===== src/rtl/min_spanning_tree_weight_top_macros.svh =====
`ifndef MIN_SPANNING_TREE_WEIGHT_TOP_MACROS_SVH
`define MIN_SPANNING_TREE_WEIGHT_TOP_MACROS_SVH

// Assertion helpers for the block that checks itself.
`define MSTW_ASSERT_NOW(label, clk, rst_n, ante, cons, msg) \
    label: assert property (@(posedge clk) disable iff (!rst_n) (ante) |-> (cons)) \
        else $error(msg);

`define MSTW_ASSERT_NEXT(label, clk, rst_n, ante, cons, msg) \
    label: assert property (@(posedge clk) disable iff (!rst_n) (ante) |=> (cons)) \
        else $error(msg);

`endif


===== src/rtl/mstw_pkg.sv =====
`default_nettype none
package mstw_pkg;

    localparam int DEF_MAX_NODES   = 64;
    localparam int DEF_WEIGHT_BITS = 16;
    localparam int OUT_BITS        = 22;
    localparam int OUT_HI          = 2097151;
    localparam int OUT_LO          = -2097152;

    typedef struct packed {
        logic clear_wr;
        logic edge_rd;
        logic edge_wr;
        logic init;
        logic relax;
        logic pick_en;
        logic epoch;
    } mstw_ctl_t;

endpackage
`default_nettype wire


===== src/rtl/mstw_cell.sv =====
`default_nettype none
module mstw_cell #(
    parameter int MAX_NODES   = mstw_pkg::DEF_MAX_NODES,
    parameter int WEIGHT_BITS = mstw_pkg::DEF_WEIGHT_BITS,
    parameter int NODE_BITS   = $clog2(mstw_pkg::DEF_MAX_NODES),
    parameter int IDX         = 0
) (
    input  logic                          clk,
    input  logic                          rst_n,
    input  mstw_pkg::mstw_ctl_t           ctl,
    input  logic [NODE_BITS-1:0]          node_a,
    input  logic [NODE_BITS-1:0]          node_b,
    input  logic [NODE_BITS-1:0]          addr,
    input  logic signed [WEIGHT_BITS-1:0] weight,
    input  logic                          prev_found,
    input  logic signed [WEIGHT_BITS-1:0] prev_w,
    input  logic [NODE_BITS-1:0]          prev_idx,
    output logic                          next_found,
    output logic signed [WEIGHT_BITS-1:0] next_w,
    output logic [NODE_BITS-1:0]          next_idx
);
    import mstw_pkg::*;

    localparam logic [NODE_BITS-1:0] MY_IDX = NODE_BITS'(IDX);

    // Column IDX of the adjacency matrix: present bit, epoch bit, weight.
    logic [WEIGHT_BITS+1:0] mem [MAX_NODES];
    logic [WEIGHT_BITS+1:0] rdata_reg;

    logic                          visited_reg, visited_next;
    logic                          best_pres_reg, best_pres_next;
    logic signed [WEIGHT_BITS-1:0] best_w_reg, best_w_next;
    logic                          link_found_reg, link_found_next;
    logic signed [WEIGHT_BITS-1:0] link_w_reg, link_w_next;
    logic [NODE_BITS-1:0]          link_idx_reg, link_idx_next;

    logic [NODE_BITS-1:0]          rd_addr;
    logic [NODE_BITS-1:0]          wr_addr;
    logic [WEIGHT_BITS+1:0]        wr_data;
    logic                          wr_en;
    logic signed [WEIGHT_BITS-1:0] rd_w;
    logic                          entry_ok;
    logic                          hit;
    logic                          relax_upd;
    logic                          cand;

    assign rd_w     = rdata_reg[WEIGHT_BITS-1:0];
    assign entry_ok = rdata_reg[WEIGHT_BITS+1] && (rdata_reg[WEIGHT_BITS] == ctl.epoch);
    assign hit      = (MY_IDX == node_a) || (MY_IDX == node_b);
    assign rd_addr  = ctl.edge_rd ? ((MY_IDX == node_b) ? node_a : node_b) : addr;

    always_comb
    begin
        if (ctl.clear_wr)
        begin
            wr_en   = 1'b1;
            wr_addr = addr;
            wr_data = '0;
        end
        else
        begin
            wr_en   = ctl.edge_wr && hit && (!entry_ok || (weight < rd_w));
            wr_addr = (MY_IDX == node_a) ? node_b : node_a;
            wr_data = {1'b1, ctl.epoch, weight};
        end
    end

    always_ff @(posedge clk)
    begin
        rdata_reg <= mem[rd_addr];
        if (wr_en)
        begin
            mem[wr_addr] <= wr_data;
        end
    end

    assign relax_upd = ctl.relax && !visited_reg && entry_ok
                       && (!best_pres_reg || (rd_w < best_w_reg));
    assign cand      = !visited_reg && best_pres_reg;

    always_comb
    begin
        visited_next   = visited_reg;
        best_pres_next = best_pres_reg;
        best_w_next    = best_w_reg;
        if (ctl.init)
        begin
            visited_next   = (MY_IDX == '0);
            best_pres_next = 1'b0;
        end
        else if (ctl.pick_en && (addr == MY_IDX))
        begin
            visited_next = 1'b1;
        end
        else if (relax_upd)
        begin
            best_pres_next = 1'b1;
            best_w_next    = rd_w;
        end

        // A tie keeps the lower-numbered node coming down the chain.
        if (cand && (!prev_found || (best_w_reg < prev_w)))
        begin
            link_found_next = 1'b1;
            link_w_next     = best_w_reg;
            link_idx_next   = MY_IDX;
        end
        else
        begin
            link_found_next = prev_found;
            link_w_next     = prev_w;
            link_idx_next   = prev_idx;
        end
    end

    always_ff @(posedge clk or negedge rst_n)
    begin
        if (!rst_n)
        begin
            visited_reg    <= 1'b0;
            best_pres_reg  <= 1'b0;
            link_found_reg <= 1'b0;
        end
        else
        begin
            visited_reg    <= visited_next;
            best_pres_reg  <= best_pres_next;
            link_found_reg <= link_found_next;
        end
    end

    always_ff @(posedge clk)
    begin
        best_w_reg   <= best_w_next;
        link_w_reg   <= link_w_next;
        link_idx_reg <= link_idx_next;
    end

    assign next_found = link_found_reg;
    assign next_w     = link_w_reg;
    assign next_idx   = link_idx_reg;

endmodule
`default_nettype wire


===== config.mk =====
export PLATFORM = sky130hd
export DESIGN_NAME = mstw_cell
export DESIGN_NICKNAME = d
export VERILOG_FILES = /design/src/rtl/min_spanning_tree_weight_top_macros.svh /design/src/rtl/mstw_pkg.sv /design/src/rtl/mstw_cell.sv
export SDC_FILE = /design/constraint.sdc
export NUM_CORES = 2
export LEC_CHECK = 0
export ABC_AREA = 1
export BUFFER_PORTS_ARGS = -buffer_cell sky130_fd_sc_hd__buf_2
export CORE_MARGIN = 4
export CORE_UTILIZATION = 30
export DETAILED_ROUTE_END_ITERATION = 12
export MAX_ROUTING_LAYER = met4
export PLACE_DENSITY_LB_ADDON = 0.08
export REMOVE_ABC_BUFFERS = 1
export SLEW_MARGIN = 20
export SYNTH_ARGS = -nofsm -noshare
export SYNTH_HDL_FRONTEND = slang
export SYNTH_SLANG_ARGS = --single-unit

===== constraint.sdc =====
create_clock -name clk -period 3.7 [get_ports clk]
set_input_delay 0.185 -clock clk [delete_from_list [all_inputs] [get_ports clk]]
set_output_delay 0.185 -clock clk [all_outputs]
set_load 0.05 [all_outputs]

==> Word level (Yosys, flattened, before mapping) <==
Memory sizes are Yosys's and may differ from the RTL's. A register that Yosys moved wholly into a read port is not among the register bits.
Cells that the tools add are included.
{ "totals": {"register_bits": 41, "mem_bits_rw": 1152, "output_inout_bits": 23, "word_cells": 53, "memories": 1} }
{ "op_classes": {"order_cmp": 3, "eq_ne": 2, "n_mux": 15, "bitwise": 2, "n_reduce_logical": 24} }
{ "memory_table": {"columns": ["name", "depth", "width", "rd", "rd_clocked_by_memory_dff", "wr", "line", "source"], "rows": [
  ["mem", 64, 18, 1, 1, 1, "mstw_cell.sv:27", "logic [WEIGHT_BITS+1:0] mem [MAX_NODES];"]
]} }
{ "ops": {"columns": ["operator", "n"], "rows": [
  ["< comparator 16 bit", 3],
  ["two-way mux 6 bit", 4],
  ["logical NOT 6 bit", 3],
  ["two-way mux 18 bit", 1],
  ["two-way mux 16 bit", 1],
  ["logical AND 1 bit", 9],
  ["two-way mux 1 bit", 9],
  ["logical NOT 1 bit", 4],
  ["logical OR 1 bit", 4],
  ["nonzero test 2 bit", 2],
  ["AND reduction 3 bit", 1],
  ["inequality test 2 bit, second input constant", 1],
  ["inverter 1 bit", 2],
  ["AND reduction 2 bit", 1],
  ["== test 1 bit", 1]
]} }

==> Logic depth before layout (Yosys ltp) <==
{ "depth": {"word_depth": 8, "mapped_depth": 15, "mapped_depth_nobuf": 14} }

==> Worst setup path after synthesis <==
Ideal clock, no wire load.
{ "synth_path": {"kind": "input port to flip-flop", "start": "in ctl[6] in the netlist's numbering", "end": "mem mem[34][0] in the netlist's numbering, enable pin", "t_arrival_ns": 2.631, "slack_ns": 0.625, "path_stages": 5, "path_cell_list": "buf_2 -> inv_2 -> buf_2 -> clkbuf_1 -> a21oi_1"} }
{ "synth_between": {"elab_chain_len": 3, "word_cells_on_any_way": 4, "cone_classes": "mux: 4"} }
{ "synth_rtl": {"columns": ["item", "line", "source"], "rows": [
  ["from (decl)", "mstw_cell.sv:10", "input mstw_pkg::mstw_ctl_t ctl,"],
  ["two-way mux 1 bit", "mstw_cell.sv:54", "if (ctl.clear_wr)"],
  ["two-way mux 1 bit", "mstw_cell.sv:71", "if (wr_en)"],
  ["two-way mux 1 bit (implied by the code)", "mstw_cell.sv:73", "mem[wr_addr] <= wr_data;"],
  ["to (decl)", "mstw_cell.sv:27", null]
]} }
Several ways; a longest one is shown, not always the timed one.

==> Final worst setup path <==
{ "layout_path": {"start": "reg rdata_reg[3] (read register of mem)", "end": "mem mem[51][11] in the netlist's numbering, enable pin"} }
{ "layout_between": {"elab_chain_len": 6} }
{ "layout_rtl": {"columns": ["item", "line", "source"], "rows": [
  ["from (decl)", "mstw_cell.sv:28", "logic [WEIGHT_BITS+1:0] rdata_reg;"],
  ["< comparator 16 bit", "mstw_cell.sv:62", "wr_en = ctl.edge_wr && hit && (!entry_ok || (weight < rd_w));"],
  ["logical OR 1 bit", "mstw_cell.sv:62", null],
  ["logical AND 1 bit", "mstw_cell.sv:62", null],
  ["two-way mux 1 bit", "mstw_cell.sv:54", null],
  ["two-way mux 1 bit", "mstw_cell.sv:71", null],
  ["two-way mux 1 bit (implied by the code)", "mstw_cell.sv:73", null]
]} }
Every way passes these cells.

==> metrics.md <==
| Metric | Value |
|---|---|
| Synth area leaders | `edfxtp_1 (65%), nand3_1 (12%), nand2_1 (8.7%), inv_1 (3.7%), nand3b_1 (3.0%)` |
| Max Fclk | `294.3 MHz` |
| Critical path capture point type | `register` |
| Setup CP Type | `reg2reg` |
| Worst skew pair latency | `0.79 ns` |
| Post-Route WL | `203.9 mm` |
| LEAKAGE | `24.31 nW` |
| RR Endpoint | `mem[51][11]` |
| CP cell instances | `inv_1 > ha_1 > nand2_1 > o21ai_0 > nand4_1 > nand2_1 > nand2_1 > nand2_1 > nand2_1 > nand3_1 > nand2_4 > buf_12 > a21oi_2` |
| Largest net degree at the start of global routing | `145` |
| Crit-path slowest cell | `a21oi_2` |
| XOR/XNOR Fraction of Synth Area | `0` |
| Hold Crit Class | `in2reg` |
| Dominant cell type by area after synthesis | `edfxtp_1` |
| Die Span X | `431.5 um` |
| Final Max Slew Viols | `0` |
| Placed cell area | `0.05837 mm2` |
| Worst path most repeated cell | `nand2_1` |
| Gr usage total | `0.2225` |
| Post-synth EDFFs | `1168` |
| 1st-iter DRT viols | `3244` |
| CP Data Arrival Time | `3.78 ns` |
| Worst hold start | `weight[4]` |
| Max reg flops | `1152` |
| FFs w/ async S/R, synth | `0.002477` |
| Area delta synth->final | `17.76%` |
| Post_cts resized | `0` |
| CORE AREA | `0.1784 mm2` |
| Root buffer cell | `clkbuf_16` |
| CTS tree | `yes` |
| Placed cells | `7355` |
| Ys Warns | `0` |
| Tcrit/Tclk final | `0.9182` |
| Synth Area in Compound Gates | `0.01274` |
| Crit path max-delay family | `compound AO/OA/AOI/OAI gates` |
| Starting Density | `0.3015` |
| Hold depth | `3` |
| First drt pass iteration count | `9` |
| Reg2reg start | `rdata_reg[3]` |
| Post-DRT Antenna Nets | `0` |
| Share of cells above drive strength 1 | `0.1148` |
| Worst Skew | `0.01936 ns` |
| # rows | `155` |
| Worst Path Required | `4.09 ns` |
| Routed wire per std cell | `26.62 um` |
| Share of the synthesized area in the top cell type | `0.6519` |
| Num CTS Buffers | `145` |
| Main combinational cell family by area after synthesis | `simple AND/OR/NAND/NOR gates` |
| Synth unique cells | `40` |
| Slowest Stage Delay on Critical Path | `0.84 ns` |
| Post-Syn Instances | `5033` |
| Gpl congestion | `0.8447` |
| Final setup vio count | `0` |
| Reg-to-reg slack, setup | `0.30 ns` |
| Worst setup SP type | `register` |
| H-tree levels | `4` |
| Tmin final | `3.397 ns` |
| Worst Path Buf+Inv | `2` |
| Die area | `0.1862 mm2` |
| Post-synthesis sequential area ratio | `0.6682` |
| Input/output buffers | `88` |
| Finished Cell Area | `0.06335 mm2` |
| CTS clk-pin slew, worst paths | `0.06 ns` |
| Clock Path Buffers | `3` |
| DIE HEIGHT | `431.5 um` |
| Post-synthesis adder-cell area fraction | `0.01047` |
| Final non-filler cell total | `7662` |
| Initial antenna violation count | `10` |
| Max transition margin | `0.2793` |
| WHS | `0.05838 ns` |
| Power per cell area | `511.2 mW/mm2` |
| TritonCTS Sinks | `1211` |
| Mux contribution to synthesized area | `0` |
| Status | `completed` |
| # IOs | `89` |
| Number of global-route vias before repair | `37165` |
| DRC | `0` |
| Synth Area per Inst | `10.69 um2` |
| Slew at the pin closest to its max-slew limit | `1.081 ns` |
| Total power | `32.39 mW` |
| Worst-path fanout max | `18` |
| RSZ-0062 raised after global routing | `no` |
| #FFs+latches synth | `1211` |
| Global-route wire length before repair | `286.9 mm` |
| Vias/cell | `4.929` |
| Post-synthesis simple-gate area fraction | `0.2425` |
| Net count, final | `5307` |
| Final HPWL DP | `128.3 mm` |
| R2r worst-path depth | `13` |
| Maxcap violations | `0` |
| Top FF cell, synth | `edfxtp_1` |
| Final hold vios | `0` |
| Routed vias | `37766` |
| Final core occ | `0.3551` |
| Maximum VDD drop | `476.3 uV` |
| Endpoint, Worst Hold | `mem[10][4]` |
| Post-Syn Area | `0.05380 mm2` |
| Global route overflow | `0` |
## worst max-delay path by stage
stage,start,endpoint,slack (ns),cells after the start
floorplan,node_b[2],rdata_reg[0],-8.77,11
global placement,rdata_reg[3],mem[43][10],0.13,13
detailed placement,rdata_reg[3],mem[6][13],0.26,13
CTS,rdata_reg[3],mem[0][6],0.25,13
global route,rdata_reg[3],mem[51][11],0.13,13
finish,rdata_reg[3],mem[51][11],0.30,13
## tightest hold or removal path: stages
cell	delay [ns]
buf_2	0.15
inv_1	0.10
nor2_4	0.16
## cell families (layout without fill, tap and decap cells)
kind of cell / count (synthesis) / in the layout
DFF: 1211 / 1211
adders and majority gates: 45 / 45
other: 0 / 2
AOI/OAI and AO/OA: 115 / 115
and+or+nand+nor: 2797 / 2797
buffers and inverters: 865 / 1137
## metal layers
| layer | vias to the layer above | GRT usage | wire (um) |
|---|---|---|---|
| li1 | 17615 | - | - |
| met1 | 18897 | 0.2801 | 86770 |
| met2 | 981 | 0.3737 | 101700 |
| met3 | 273 | 0.02562 | 8059 |
| met4 | 0 | 0.07573 | 7426 |
| met5 | - | - | 0 |
## synthesized netlist by cell type, drive strengths merged, types with 2 or more instances
cell    number
edfxtp    1168
dfrtp        3
inv        538
clkbuf     112
buf        213
nor2        60
nand3b     216
o21ai       10
nor3        11
a31oi       10
a21oi       90
nand3     1255
clkinv       2
nand4        5
o21a         3
ha          45
nand2     1248
dfxtp       40
## power by group
part | switching [mW] | total, mW | internal (mW) | leakage [nW]
Clock | 5.86 | 13.5 | 7.64 | 2.14
Sequential | 0.0610 | 15.3 | 15.2 | 9.65
Combinational | 2.67 | 3.61 | 0.931 | 12.5
## cells in the final DEF (no fill, tap or decap), types with 3 or more instances in the layout
cell type / n
buf_4: 150
bufinv_16: 4
a21oi_2: 41
ha_1: 45
o21a_1: 3
nor2_2: 7
nand2_1: 1242
clkinv_1: 30
clkinv_2: 22
clkbuf_16: 148
a31oi_1: 3
a21oi_4: 24
nand4_1: 4
nor3_1: 3
edfxtp_1: 1168
dlygate4sd3_1: 49
nor3_4: 7
dfrtp_1: 3
clkbuf_1: 38
a31oi_4: 5
a21oi_1: 25
dfxtp_1: 40
nand2_2: 3
nor2_1: 34
inv_6: 9
inv_2: 9
nand3_1: 1255
nand3b_1: 216
o21ai_0: 8
clkinv_8: 3
buf_12: 54
inv_1: 527
nor2_4: 19
buf_2: 88
## area by class of cell
class                           instances  area [um2]
Fill cell                           17888      115100
Timing Repair Buffer                  341        3138
Multi-Input combinational cell       2957       14910
Inverter                              540        2039
Clock inverter                         69       504.2
Antenna cell                            2       5.005
Tap cell                             2355        2947
Sequential cell                      1211       35950
Clock buffer                          187        3860
## what timing repair did
action / 4_1_cts / 5_1_grt
buffers inserted: 0 / 0
hold endpoints to repair: 97 / 0
hold buffers: 49 / 0
## metrics by stage
stage          setup TNS, ns  setup slack (ns)
2_1_floorplan        -157.84            -8.769
3_3_place_gp               0            0.1331
3_5_place_dp               0            0.2632
4_1_cts                    0            0.2526
5_1_grt                    0            0.1279
6_report                   0            0.3025
(Power assumes the default switching activity.)
